[src/hdl/tffe_pkg.sv]
package tffe_pkg;

    localparam int SERIES_DEPTH_DEF = 64;
    localparam int MAX_DIM_DEF      = 16;

    localparam int CFG_W = 16;

    typedef enum logic [1:0] {
        REG_DIMENSION  = 2'd0,
        REG_SERIES_LEN = 2'd1,
        REG_MAX_K      = 2'd2,
        REG_FREQ_STEP  = 2'd3
    } t_reg_idx;

    localparam logic signed [15:0] ONE_Q14         = 16'sd16384;
    localparam logic signed [30:0] INV2PI_Q32      = 31'sd683565276;
    localparam logic        [30:0] PI_HALF_Q30     = 31'd1686629713;
    localparam logic signed [33:0] CORDIC_GAIN_Q30 = 34'sd652032874;
    localparam int                 CORDIC_ITERS    = 16;

    typedef enum logic [3:0] {
        S_IDLE,
        S_HEAD,
        S_BASE1,
        S_BASE2,
        S_BASE3,
        S_HARM,
        S_ZMUL,
        S_ROT,
        S_TRIG,
        S_RD,
        S_WAIT,
        S_EMIT
    } t_state;

    function automatic logic [31:0] atan_q30(input logic [3:0] idx);
        logic [31:0] r;
        case (idx)
            4'd0:    r = 32'h3243F6A8;
            4'd1:    r = 32'h1DAC6705;
            4'd2:    r = 32'h0FADBAFC;
            4'd3:    r = 32'h07F56EA6;
            4'd4:    r = 32'h03FEAB76;
            4'd5:    r = 32'h01FFD55B;
            4'd6:    r = 32'h00FFFAAA;
            4'd7:    r = 32'h007FFF55;
            4'd8:    r = 32'h003FFFEA;
            4'd9:    r = 32'h001FFFFD;
            4'd10:   r = 32'h000FFFFF;
            4'd11:   r = 32'h0007FFFF;
            4'd12:   r = 32'h0003FFFF;
            4'd13:   r = 32'h0001FFFF;
            4'd14:   r = 32'h0000FFFF;
            4'd15:   r = 32'h00007FFF;
            default: r = 32'h0;
        endcase
        return r;
    endfunction

endpackage

[src/hdl/tffe_ram.sv]
module tffe_ram import tffe_pkg::*; #(
    parameter int WIDTH = 16,
    parameter int DEPTH = SERIES_DEPTH_DEF
) (
    input  logic                     i_clk,
    input  logic                     i_we,
    input  logic [$clog2(DEPTH)-1:0] i_waddr,
    input  logic [WIDTH-1:0]         i_wdata,
    input  logic [$clog2(DEPTH)-1:0] i_raddr,
    output logic [WIDTH-1:0]         o_rdata
);

    logic [WIDTH-1:0] r_mem [DEPTH];
    logic [WIDTH-1:0] r_rdata;

    always_ff @(posedge i_clk) begin
        if (i_we) begin
            r_mem[i_waddr] <= i_wdata;
        end
        r_rdata <= r_mem[i_raddr];
    end

    assign o_rdata = r_rdata;

endmodule

[config.mk]
export PLATFORM = sky130hd
export DESIGN_NAME = tffe_ram
export DESIGN_NICKNAME = d
export VERILOG_FILES = /design/src/hdl/tffe_pkg.sv /design/src/hdl/tffe_ram.sv
export SDC_FILE = /design/constraint.sdc
export NUM_CORES = 1
export LEC_CHECK = 0
export BUFFER_PORTS_ARGS = -buffer_cell sky130_fd_sc_hd__buf_4
export CORE_MARGIN = 5
export CORE_UTILIZATION = 60
export CTS_BUF_LIST = sky130_fd_sc_hd__clkbuf_8
export DETAILED_ROUTE_END_ITERATION = 16
export PLACE_DENSITY = 0.79
export SLEW_MARGIN = 20
export SYNTH_ARGS = -nofsm -noshare
export SYNTH_HDL_FRONTEND = slang
export SYNTH_SLANG_ARGS = --single-unit
export TNS_END_PERCENT = 10
[constraint.sdc]
create_clock -name i_clk -period 2.6 [get_ports i_clk]
set_clock_uncertainty 0.1 [all_clocks]
set_input_delay 0.13 -clock i_clk [delete_from_list [all_inputs] [get_ports i_clk]]
set_output_delay 0.13 -clock i_clk [all_outputs]
set_load 0.01 [all_outputs]
; Word level (Yosys, flattened, before mapping)
; Memory sizes are Yosys's and may differ from the RTL's. A register that Yosys moved wholly into a read port is not among the register bits.
; Cells that the tools add are included.
[op_classes]
n_bitwise = 0
n_eq_ne = 0
magnitude_cmp = 0
reduce_logical = 0
shifts = 0
n_mul = 0
div_mod_pow = 0
mux = 2
addsub = 0
[op_table]
columns = operator, count
row1 = 1-bit 2-to-1 mux, 2
[word_totals]
out_inout_bits = 16
ram_bits = 1024
inputBits = 30
mem_count = 1
rom_bits = 0
reg_bits = 0
latchBits = 0
elab_cells = 3
[mem_list]
columns = memory, depth, word_bits, read_ports, rd_ports_with_merged_regs, wr, line
row1 = r_mem, 64, 16, 1, 1, 1, tffe_ram.sv:13  ; logic [WIDTH-1:0] r_mem [DEPTH];

; Depth between registers and ports, before layout
; Gate-level depths: netlist of the first run.
[logic_depth]
ltp_word = 2
ltp_mapped = 10
depth_no_buf = 5

; Least setup slack after synthesis of the first run
; Ideal clock, no wire load.
[synth_timing]
path_type = input-to-reg
start = in i_waddr[3]
end = mem r_mem[48][0], enable pin
required_time_ns = 2.091
arrival_ns = 1.756
setup_ns = 0.409
path_stages = 4
path_buffers = 1
slack_ns = 0.335
cell_sequence = clkbuf_1 -> nor2b_1 -> nand4b_1 -> nor3_1
[synth_rtl]
columns = item, line
row1 = "start, declared", tffe_ram.sv:7  ; input logic [$clog2(DEPTH)-1:0] i_waddr,
row2 = "end, declared", tffe_ram.sv:13
; Straight into the memory's write port.

==> results of run 1 <==
==> cells by family (layout without fill, tap and decap cells) <==
family | Yosys count | in the layout | share of synthesized area, %
AND/OR/NAND/NOR | 220 | 220 | 2.65
AO/OA/AOI/OAI | 129 | 129 | 2.41
other | 0 | 2 | 0
buffers and inverters | 104 | 527 | 1.83
multiplexers | 336 | 336 | 15.5
flip-flops | 1040 | 1040 | 77.6
==> power breakdown <==
group	switching, mW	total, mW	internal [mW]
logic	1.12	1.87	0.746
registers	0.0799	18.6	18.6
clock network	6.09	12.4	6.27
==> flip-flops by register name, summed over array words and instances (netlist names) <==
| register | cells |
|---|---|
| r_mem | 1024 |
| o_rdata | 16 |
==> final cells by class <==
type                       instances  share of cell area (%)
clock inverter                   112                    1.32
antenna                            2                  0.0110
tap                              864                    2.38
sequential                      1040                    68.4
multi-input combinational        685                    18.2
timing repair buffer             250                    4.77
clock buffer                     165                    5.00
==> synthesized netlist by cell type, types with 2 or more instances <==
master	n
a211o_1	8
a211oi_1	8
a21oi_1	17
a221o_1	6
a221oi_1	16
a22o_1	6
a22oi_1	39
a311oi_1	8
a31oi_1	8
a41oi_1	5
and2_1	2
and4_1	5
buf_1	3
buf_12	5
buf_2	36
buf_4	13
buf_6	17
buf_8	3
clkbuf_1	24
clkbuf_2	2
dfxtp_1	16
edfxtp_1	1024
mux2_2	27
mux2i_1	85
mux4_1	4
mux4_2	220
nand2_1	59
nand2b_1	3
nand3_1	24
nand3b_1	2
nand4_1	12
nor2_1	72
nor2_2	2
nor2b_1	30
nor3_1	2
nor4_2	3
o21ai_0	5
o21ai_1	3
==> worst min-delay path: cells and delay by family <==
family,cells,cell delay (ps)
AO/OA/AOI/OAI,1,180
buffers and inverters,1,180
multiplexers,2,390
AND/OR/NAND/NOR,1,180
==> worst paths after layout <==
kind | startpoint | to | depth (start not counted)
worst min-delay path | i_raddr[0] | o_rdata[5] | 5
worst max register to register | r_mem[23][0] | o_rdata[0] | 6
worst max-delay path | r_mem[23][0] | o_rdata[0] | 6
worst min register to register | r_mem[2][10] | o_rdata[10] | 4
==> what timing repair did <==
item,4_1_cts,5_1_grt
hold endpoints to repair,1179,0
buffers inserted,0,0
hold buffers,34,0
==> layer usage <==
layer	part of all wire, %	wire, um	global-route usage, %
met1	37	34700	37.1
met2	49	45700	42.0
met3	11	10000	6.18
met4	3.5	3330	10.4
met5	0.014	13	0
==> metrics.md, run 1 <==
| Metric | Value |
|---|---|
| Core Util, Final | `68.9%` |
| Startpoint types | `flip-flop` |
| Register area share after synthesis | `77.6%` |
| Pwr Total | `32.9 mW` |
| Ports | `46` |
| Area added between synthesis and finish | `13.5%` |
| Crit Path Category | `flip-flop to flip-flop` |
| Setup Viol. Count Final | `0` |
| Die W | `268 um` |
| Measured slew at the worst slew-check pin | `876 ps` |
| Syn Nets | `1,859` |
| Post-synth EDFFs | `1,024` |
| Share of post-route cells with drive strength above 1 | `29.5%` |
| R2R Setup Slk | `180 ps` |
| Slew headroom | `41.5%` |
| Clock Sinks | `1,040` |
| Total grt overflow | `0` |
| Pleak | `14.9 nW` |
| Worst hold path class | `input pin to flip-flop` |
| Unrepaired setup endpoints after global routing | `false` |
| Max-cap violations | `0` |
| Synth Instances | `1,829` |
| Placed cell areas | `0.0422 mm2` |
| Commonest non-fill, non-tap cell in the layout | `edfxtp_1` |
| Post-detail-place hpwl | `55,800 um` |
| Async S/R FF share, synth | `0%` |
| Die Y | `268 um` |
| Routed vias | `20,300` |
| Status | `complete, no violations` |
| CTS Buffer Depth | `3` |
| Fillers | `3,884` |
| CP bufs+invs | `1` |
| P per Cell Area | `724 mW/mm2` |
| CTS tree | `yes` |
| WP data required | `3180 ps` |
| Yosys top cell by area | `edfxtp_1` |
| Site Rows | `94` |
| Die Area | `0.0720 mm2` |
| Pre-CTS setup slack | `59.3 ps` |
| Routed WL | `93,700 um` |
| Max VDD drop | `679 uV` |
| Most frequent cells in the layout | `1,024 x edfxtp_1, 220 x mux4_2, 198 x buf_4, 166 x clkbuf_8, 85 x mux2i_1` |
| CTS root buffer | `clkbuf_8` |
| Max-slew violations | `0` |
| Hold_ws | `185 ps` |
| Final Hold Viols | `0` |
| Number of distinct library cells after synthesis | `43` |
| Post-route DRC violation count | `0` |
| Global-route wire length before repair | `138,000 um` |
| Largest net degree at the start of global routing | `65` |
| Arrival time worst endpoint | `3000 ps` |
| Placed instance count | `2,805` |
| Nets@finish | `2,164` |
| TNS Setup | `0 ps` |
| Reg clk slew, reported paths | `60 ps` |
| Avg Vias per Cell | `6.52` |
| Total core area | `0.0660 mm2` |
| Synth Cell Area | `0.0400 mm2` |
| Multi-input gate area | `0.00825 mm2` |
| Slowest-stage cell, CP | `dlygate4sd3_1` |
| CP max stage delay | `570 ps` |
| Top-area cell type share of the netlist area | `76.8%` |
| Vias in the first global route | `20,700` |
| Final Instance Area | `0.0454 mm2` |
| Initial Util | `60.7%` |
| PnR worst setup slack | `179 ps` |
| Skew-Pair Late Insertion Delay | `820 ps` |
| Crit-path max FO | `1` |
| H-tree depth | `4` |
| Largest cells by area after synthesis | `edfxtp_1 77%, mux4_2 12%, mux2i_1 2.1%, dfxtp_1 0.80%, mux2_2 0.76%` |
| Antenna violations before repair | `4` |
| WL per Instance | `30.1 um` |
| PostCTS Resize Cnt | `0` |
| Min Tclk post-route | `2420 ps` |
| Total CTS buffers | `157` |
| Critical Path Sink Type | `flip-flop` |
| Buffers on Ports | `45` |
| Synth Warn # | `0` |
| Total track usage | `26.6%` |
| Cell chain of the critical path | `mux4_2 > mux2i_1 > a22oi_1 > a31oi_1 > dlygate4sd3_1 > a311oi_1` |
| Iteration-0 DRC Markers | `2,972` |
| Critical path's top delay family | `multiplexers` |
| FF/Latch Area | `0.0311 mm2` |
| RePlAce Congestion | `0.887` |
| Antenna viol nets, final | `0` |
| Max Clk Rate | `0.413 GHz` |
| Pre-antenna DRT Iters | `5` |
| Syn_area_per_cell | `21.9 um2` |
| Most common flop cell mapped by yosys | `edfxtp_1` |
| Flops & latches, synth | `1,040` |
| Final cycle utilization of the critical path | `93.1%` |
| Layout Cells excl Fill | `3,118` |
No activity file was read; power rests on OpenSTA's default activity.
==> run 2: changes to the inputs <==
--- a/config.mk
+++ b/config.mk
@@ -5,11 +5,11 @@
 export SDC_FILE = /design/constraint.sdc
 export NUM_CORES = 1
 export LEC_CHECK = 0
-export BUFFER_PORTS_ARGS = -buffer_cell sky130_fd_sc_hd__buf_4
 export CORE_MARGIN = 5
 export CORE_UTILIZATION = 60
 export CTS_BUF_LIST = sky130_fd_sc_hd__clkbuf_8
 export DETAILED_ROUTE_END_ITERATION = 16
+export DONT_BUFFER_PORTS = 1
 export PLACE_DENSITY = 0.79
 export SLEW_MARGIN = 20
 export SYNTH_ARGS = -nofsm -noshare
==> run 2 against run 1 <==
Combinational power shrank 17%. Maximum frequency shrank 5.4%. Final cell count shrank 2.9%. Worst setup slack worse by 140 ps. Sequential cell count is the same. Critical path depth increased by 1. Wire length is 0.79% lower. Via count fell by 1.8%. First-iteration DRC count down 5.3%. Register-to-register slack got worse by 140 ps. Final area fell by 1.0%. Global-route usage down 0.41 points.
==> metrics.md, run 2 (synthesis results as in run 1) <==
| Metric | Value |
|---|---|
| Status | `complete, no violations` |
| Max VDD drop | `548 uV (-19%)` |
| Commonest non-fill, non-tap cell in the layout | `edfxtp_1` |
| Die W | `268 um (unchanged)` |
| Global-route wire length before repair | `135,000 um (-2.1%)` |
| Iteration-0 DRC Markers | `2,815 (-5.3%)` |
| CTS tree | `yes` |
| Die Y | `268 um (unchanged)` |
| Final cycle utilization of the critical path | `98.4% (+5.3 points)` |
| Measured slew at the worst slew-check pin | `984 ps (+108 ps)` |
| Most frequent cells in the layout | `1,024 x edfxtp_1, 220 x mux4_2, 164 x clkbuf_8, 96 x buf_4, 81 x mux2i_1` |
| Worst R2R End | `o_rdata[9]` |
| CTS Buffer Depth | `3 (unchanged)` |
| WL per Instance | `30.7 um (+2.2%)` |
| Area added between synthesis and finish | `12.4%` |
| Nets@finish | `2,073 (-4.2%)` |
| Antenna violations before repair | `6 (+2)` |
| Routed WL | `93,000 um (-0.79%)` |
| Pre-antenna DRT Iters | `5 (unchanged)` |
| Vias in the first global route | `20,100 (-2.9%)` |
| Hold endpoint | `o_rdata[5]` |
| Die Area | `0.0720 mm2 (unchanged)` |
| Slew headroom | `34.4% (-7.1 points)` |
| Final Hold Viols | `0 (unchanged)` |
| Largest net degree at the start of global routing | `246 (+280%)` |
| H-tree depth | `4 (unchanged)` |
| PnR worst setup slack | `40.9 ps (-138 ps)` |
| Total grt overflow | `0 (unchanged)` |
| Reg clk slew, reported paths | `70 ps (about the same)` |
| Total track usage | `26.2% (-0.41 points)` |
| Share of post-route cells with drive strength above 1 | `26.4% (-3.1 points)` |
| Max reg flops | `1,024 (unchanged)` |
| Critical Path Sink Type | `flip-flop` |
| Slowest-stage cell, CP | `dlygate4sd3_1` |
| Skew-Pair Late Insertion Delay | `810 ps (about the same)` |
| Cell chain of the critical path | `mux4_2 > nor2b_1 > a211o_1 > a31oi_1 > buf_4 > a311oi_1 > dlygate4sd3_1` |
| Min Tclk post-route | `2560 ps (+138 ps)` |
| Critical path's top delay family | `buffers and inverters` |
| Routed vias | `20,000 (-1.8%)` |
| Placed instance count | `2,686 (-4.2%)` |
| Site Rows | `94 (unchanged)` |
| Setup Viol. Count Final | `0 (unchanged)` |
| Max Clk Rate | `0.391 GHz (-5.4%)` |
| Pre-CTS setup slack | `366 ps (+306 ps)` |
| Initial Util | `60.7% (unchanged)` |
| R2R Setup Slk | `40 ps (-140 ps)` |
| Total CTS buffers | `155 (-1.3%)` |
| Startpoint types | `flip-flop` |
| Antenna viol nets, final | `0 (unchanged)` |
| CTS root buffer | `clkbuf_8` |
| P per Cell Area | `720 mW/mm2 (-0.45%)` |
| Reg with most FFs | `r_mem` |
| Crit Path Category | `flip-flop to flip-flop` |
| CP max stage delay | `600 ps (+30 ps)` |
| Post-route DRC violation count | `0 (unchanged)` |
| Pleak | `14.5 nW (-2.6%)` |
| Ports | `46 (unchanged)` |
| Total core area | `0.0660 mm2 (unchanged)` |
| Clock Sinks | `1,040 (unchanged)` |
| R2R depth | `7 (+1)` |
| Crit-path max FO | `1 (unchanged)` |
| Worst hold path class | `input pin to flip-flop` |
| RePlAce Congestion | `0.854 (-3.7%)` |
| Hold Crit Depth | `3 (-2)` |
| Avg Vias per Cell | `6.60 (+1.2%)` |
| WP data required | `3180 ps (about the same)` |
| CP bufs+invs | `2 (+1)` |
| Worst r2r src | `r_mem[8][9]` |
| Max-cap violations | `0 (unchanged)` |
| Buffers on Ports | `0 (-100%)` |
| Arrival time worst endpoint | `3140 ps (+140 ps)` |
| Layout Cells excl Fill | `3,027 (-2.9%)` |
| Post-detail-place hpwl | `49,400 um (-11%)` |
| HP Start | `i_raddr[1]` |
| Max-slew violations | `0 (unchanged)` |
| Postcts setup bufs | `0 (unchanged)` |
==> run 2: changes by cell type in the layout (fill, tap and decap cells not counted), moves of 2 or more <==
cell and delta:
buf_4 -102, buf_16 +18, buf_12 -11, dlygate4sd3_1 +8
inv_1 -6, clkinv_1 +5, mux2i_1 -4, mux2i_2 +3
clkbuf_8 -2
==> run 2: tightest hold or removal path: cells and delay by family <==
family,cells,cell delay (ps)
AND/OR/NAND/NOR,1,280
AO/OA/AOI/OAI,1,260
multiplexers,1,230
==> run 2: area by class of cell <==
cell class,instances,area [um2]
flip-flops and latches,1040,31100
fillers,3854,21000
multi-input cells,685,8280
clock buffers,164,2260
repair buffers,161,1730
well taps,864,1080
clock inverters,111,574
diodes,2,5.00
==> run 2: timing repair <==
action                                  CTS  global route
hold buffers                             63             1
endpoints found under the hold margin  1951             1
setup endpoints to repair                 0             6
resized for setup                         0             7
==> run 2: per-layer routing <==
layer	vias up	routed length (um)	part of all wire, %	GRT usage, %
li1	8130	-	-	-
met1	10300	33900	36	36.4
met2	1328	45000	48	40.9
met3	211	10900	12	7.33
met4	6	3200	3.4	9.70
met5	-	44	0.047	0
==> run 2: how the worst max path moves through the flow <==
stage,depth (start not counted),startpoint,endpoint
floorplan,4,i_waddr[3],r_mem[48][0]
global placement,4,i_raddr[0],o_rdata[15]
detailed placement,4,r_mem[63][15],o_rdata[15]
CTS,7,i_raddr[2],o_rdata[9]
global route,7,r_mem[31][0],o_rdata[0]
finish,7,r_mem[8][9],o_rdata[9]
==> run 2: metrics by stage <==
step | hold WS [ps] | setup TNS [ps] | utilization [%] | total power [mW] | area [um2]
after floorplan | 129 | 0 | - | 19.9 | 40000
after global placement | 133 | 0 | 62.4 | 20.0 | 41100
after detailed placement | 135 | 0 | 62.4 | 20.0 | 41100
after CTS | 1.17 | 0 | 68.1 | 32.5 | 44900
after global routing | 34.3 | -18.4 | 68.2 | 33.5 | 45000
final | 58.2 | 0 | 68.2 | 32.4 | 45000
==> run 2: power breakdown <==
group	internal [mW]	switching (mW)	leakage, nW
clock network	6.15	6.06	1.60
logic	0.674	0.877	3.55
registers	18.6	0.0899	9.35
total	25.4	7.03	14.5
==> run 3: changes to the inputs <==
--- a/config.mk
+++ b/config.mk
@@ -6,11 +6,11 @@
 export NUM_CORES = 1
 export LEC_CHECK = 0
 export CORE_MARGIN = 5
-export CORE_UTILIZATION = 60
+export CORE_UTILIZATION = 59
 export CTS_BUF_LIST = sky130_fd_sc_hd__clkbuf_8
 export DETAILED_ROUTE_END_ITERATION = 16
 export DONT_BUFFER_PORTS = 1
-export PLACE_DENSITY = 0.79
+export PLACE_DENSITY = 0.81
 export SLEW_MARGIN = 20
 export SYNTH_ARGS = -nofsm -noshare
 export SYNTH_HDL_FRONTEND = slang
==> constraint.sdc (replaced) <==
create_clock -name i_clk -period 2.2 [get_ports i_clk]
set_clock_uncertainty 0.1 [all_clocks]
set_input_delay 0.11 -clock i_clk [delete_from_list [all_inputs] [get_ports i_clk]]
set_output_delay 0.11 -clock i_clk [all_outputs]
set_load 0.01 [all_outputs]
==> run 3 against run 2 <==
Final area grew 0.41%. Clock power increased by 20%. Via count grew 1.3%. Combinational power increased by 21%. Core utilization decreased by 1.0 points. Final cell count is 0.93% higher. Register-to-register slack worse by 40 ps. Wire length increased by 2.7%. Sequential cell count unchanged. Global-route usage grew 0.21 points. Highest routed layer unchanged.
==> metrics.md, run 3 (synthesis results as in run 1) <==
| Metric | Value |
|---|---|
| Die Area | `0.0732 mm2 (+1.6%)` |
| Setup Viol. Count Final | `0 (unchanged)` |
| Hold Crit Depth | `3 (unchanged)` |
| Total core area | `0.0673 mm2 (+2.0%)` |
| Post-detail-place hpwl | `50,200 um (+1.7%)` |
| Critical Path Sink Type | `flip-flop` |
| Pleak | `14.7 nW (+1.1%)` |
| TNS Setup | `0 ps (unchanged)` |
| Area added between synthesis and finish | `12.8%` |
| Total CTS buffers | `156 (+0.65%)` |
| Clock Sinks | `1,040 (unchanged)` |
| Ports | `46 (unchanged)` |
| Skew-Pair Late Insertion Delay | `810 ps (about the same)` |
| Worst R2R End | `o_rdata[11]` |
| Vias in the first global route | `20,500 (+1.9%)` |
| WL per Instance | `31.3 um (+1.8%)` |
| Reg clk slew, reported paths | `60 ps (about the same)` |
| Global-route wire length before repair | `140,000 um (+3.7%)` |
| Largest net degree at the start of global routing | `230 (-6.5%)` |
| CP dominant cell by count | `dlygate4sd3_1` |
| Most frequent cells in the layout | `1,024 x edfxtp_1, 220 x mux4_2, 163 x clkbuf_8, 108 x buf_4, 85 x mux2i_1` |
| Iteration-0 DRC Markers | `2,709 (-3.8%)` |
| Post-route DRC violation count | `0 (unchanged)` |
| CP bufs+invs | `3 (+1)` |
| Slowest-stage cell, CP | `dlygate4sd3_1` |
| Max-cap violations | `0 (unchanged)` |
| CTS Buffer Depth | `3 (unchanged)` |
| Total track usage | `26.4% (+0.21 points)` |
| CP max stage delay | `990 ps (+390 ps)` |
| Nets@finish | `2,080 (+0.34%)` |
| H-tree depth | `4 (unchanged)` |
| Total grt overflow | `0 (unchanged)` |
| Avg Vias per Cell | `6.62 (+0.32%)` |
| Final Hold Viols | `0 (unchanged)` |
| Antenna viol nets, final | `0 (unchanged)` |
| Reg with most FFs | `r_mem` |
| Min Tclk post-route | `2200 ps` |
| Die Y | `271 um (+0.81%)` |
| Postcts setup bufs | `0 (unchanged)` |
| Measured slew at the worst slew-check pin | `1000 ps (+16.9 ps)` |
| Max reg flops | `1,024 (unchanged)` |
| Status | `complete, no violations` |
| Crit Path Category | `input pin to flip-flop` |
| Final cycle utilization of the critical path | `100%` |
| Routed vias | `20,200 (+1.3%)` |
| Core Util, Final | `67.2% (-1.0 points)` |
| Initial Util | `59.5% (-1.2 points)` |
| HP Start | `i_raddr[1]` |
| R2R Setup Slk | `1 ps (-40 ps)` |
| Die W | `271 um (+0.81%)` |
| WP data required | `2560 ps (-620 ps)` |
| CTS tree | `yes` |
| Max VDD drop | `538 uV (-1.9%)` |
| Slew headroom | `33.2% (-1.1 points)` |
| Crit-path max FO | `16 (+15)` |
| Worst r2r src | `r_mem[2][11]` |
| P per Cell Area | `854 mW/mm2 (+19%)` |
| CTS root buffer | `clkbuf_8` |
| Pwr Total | `38.6 mW (+19%)` |
| Commonest non-fill, non-tap cell in the layout | `edfxtp_1` |
| Cell chain of the critical path | `dlygate4sd3_1 > nand4_1 > dlygate4sd3_1 > nor2_1 > buf_4` |
| Hold endpoint | `o_rdata[7]` |
| Max Clk Rate | `0.455 GHz` |
| Arrival time worst endpoint | `2560 ps (-580 ps)` |
| R2R depth | `5 (-2)` |
| Buffers on Ports | `0 (unchanged)` |
| Max-slew violations | `0 (unchanged)` |
| Share of post-route cells with drive strength above 1 | `27.2% (+0.81 points)` |
| Pre-antenna DRT Iters | `5 (unchanged)` |
| Fillers | `4,021 (+4.3%)` |
| Antenna violations before repair | `7 (+1)` |
| Startpoint types | `input pin` |
| Critical path's top delay family | `buffers and inverters` |
| RePlAce Congestion | `0.846 (-1.0%)` |
| Site Rows | `95 (+1.1%)` |
| Unrepaired setup endpoints after global routing | `false` |
| Routed WL | `95,500 um (+2.7%)` |
| Worst hold path class | `input pin to flip-flop` |
run 3: cell types whose count changed in the layout (fill, tap and decap cells not counted), sizes merged, moves of 2 or more:
| cell | delta |
|---|---|
| buf | +16 |
| inv | +12 |
| dlygate4sd3 | -11 |
| diode | +6 |
| clkinv | -5 |
| bufinv | +2 |
run 3: worst max path at each step:
stage	start	endpoint	cells past startpoint
2_1_floorplan	i_waddr[3]	r_mem[49][0]	4
3_3_place_gp	r_mem[7][4]	o_rdata[4]	5
3_5_place_dp	r_mem[6][4]	o_rdata[4]	5
4_1_cts	i_raddr[1]	o_rdata[10]	7
5_1_grt	r_mem[2][11]	o_rdata[11]	5
6_report	i_waddr[5]	r_mem[53][10]	5
run 3: worst min-delay path, stage by stage:
cell,delay [ps]
mux2_2,170
a21oi_2,140
nor4_2,390
run 3: cell type report:
type / instances / area [um2] / area share (%)
Sequential cell: 1040 / 31100 / 68.8
Multi-Input combinational cell: 685 / 8300 / 18.4
Clock buffer: 163 / 2240 / 4.97
Timing Repair Buffer: 167 / 1790 / 3.97
Tap cell: 873 / 1090 / 2.42
Clock inverter: 119 / 661 / 1.46
Antenna cell: 8 / 20.0 / 0.0443
run 3: routing by layer:
| layer | wire (um) | up-vias | global-route usage (%) |
|---|---|---|---|
| met5 | 16 | - | 0 |
| met4 | 3240 | 2 | 9.92 |
| met1 | 34200 | 10400 | 36.1 |
| met2 | 46500 | 1451 | 41.2 |
| met3 | 11600 | 190 | 7.74 |
| li1 | - | 8160 | - |
run 3: timing repair:
item	in CTS	in global routing
setup endpoints to repair	1	11
hold buffers	56	0
hold endpoints to repair	2064	0
pin swaps	0	0
resized for setup	2	8
run 3: stage by stage:
stage	instance area, um2	instances	setup WS [ps]	hold WS [ps]
final	45200	3055	0.973	77.3
after global placement	41300	2709	-25.5	118
after global routing	45200	3051	22.4	7.80
after CTS	45100	3047	2.98	0.458
after floorplan	40000	1829	-38.1	109
after detailed placement	41300	2709	-79.1	117
run 3: power by group:
part           switching, mW  internal [mW]
Clock                   7.19           7.48
Combinational           1.08          0.800
Sequential             0.109           21.9
Total                   8.38           30.2
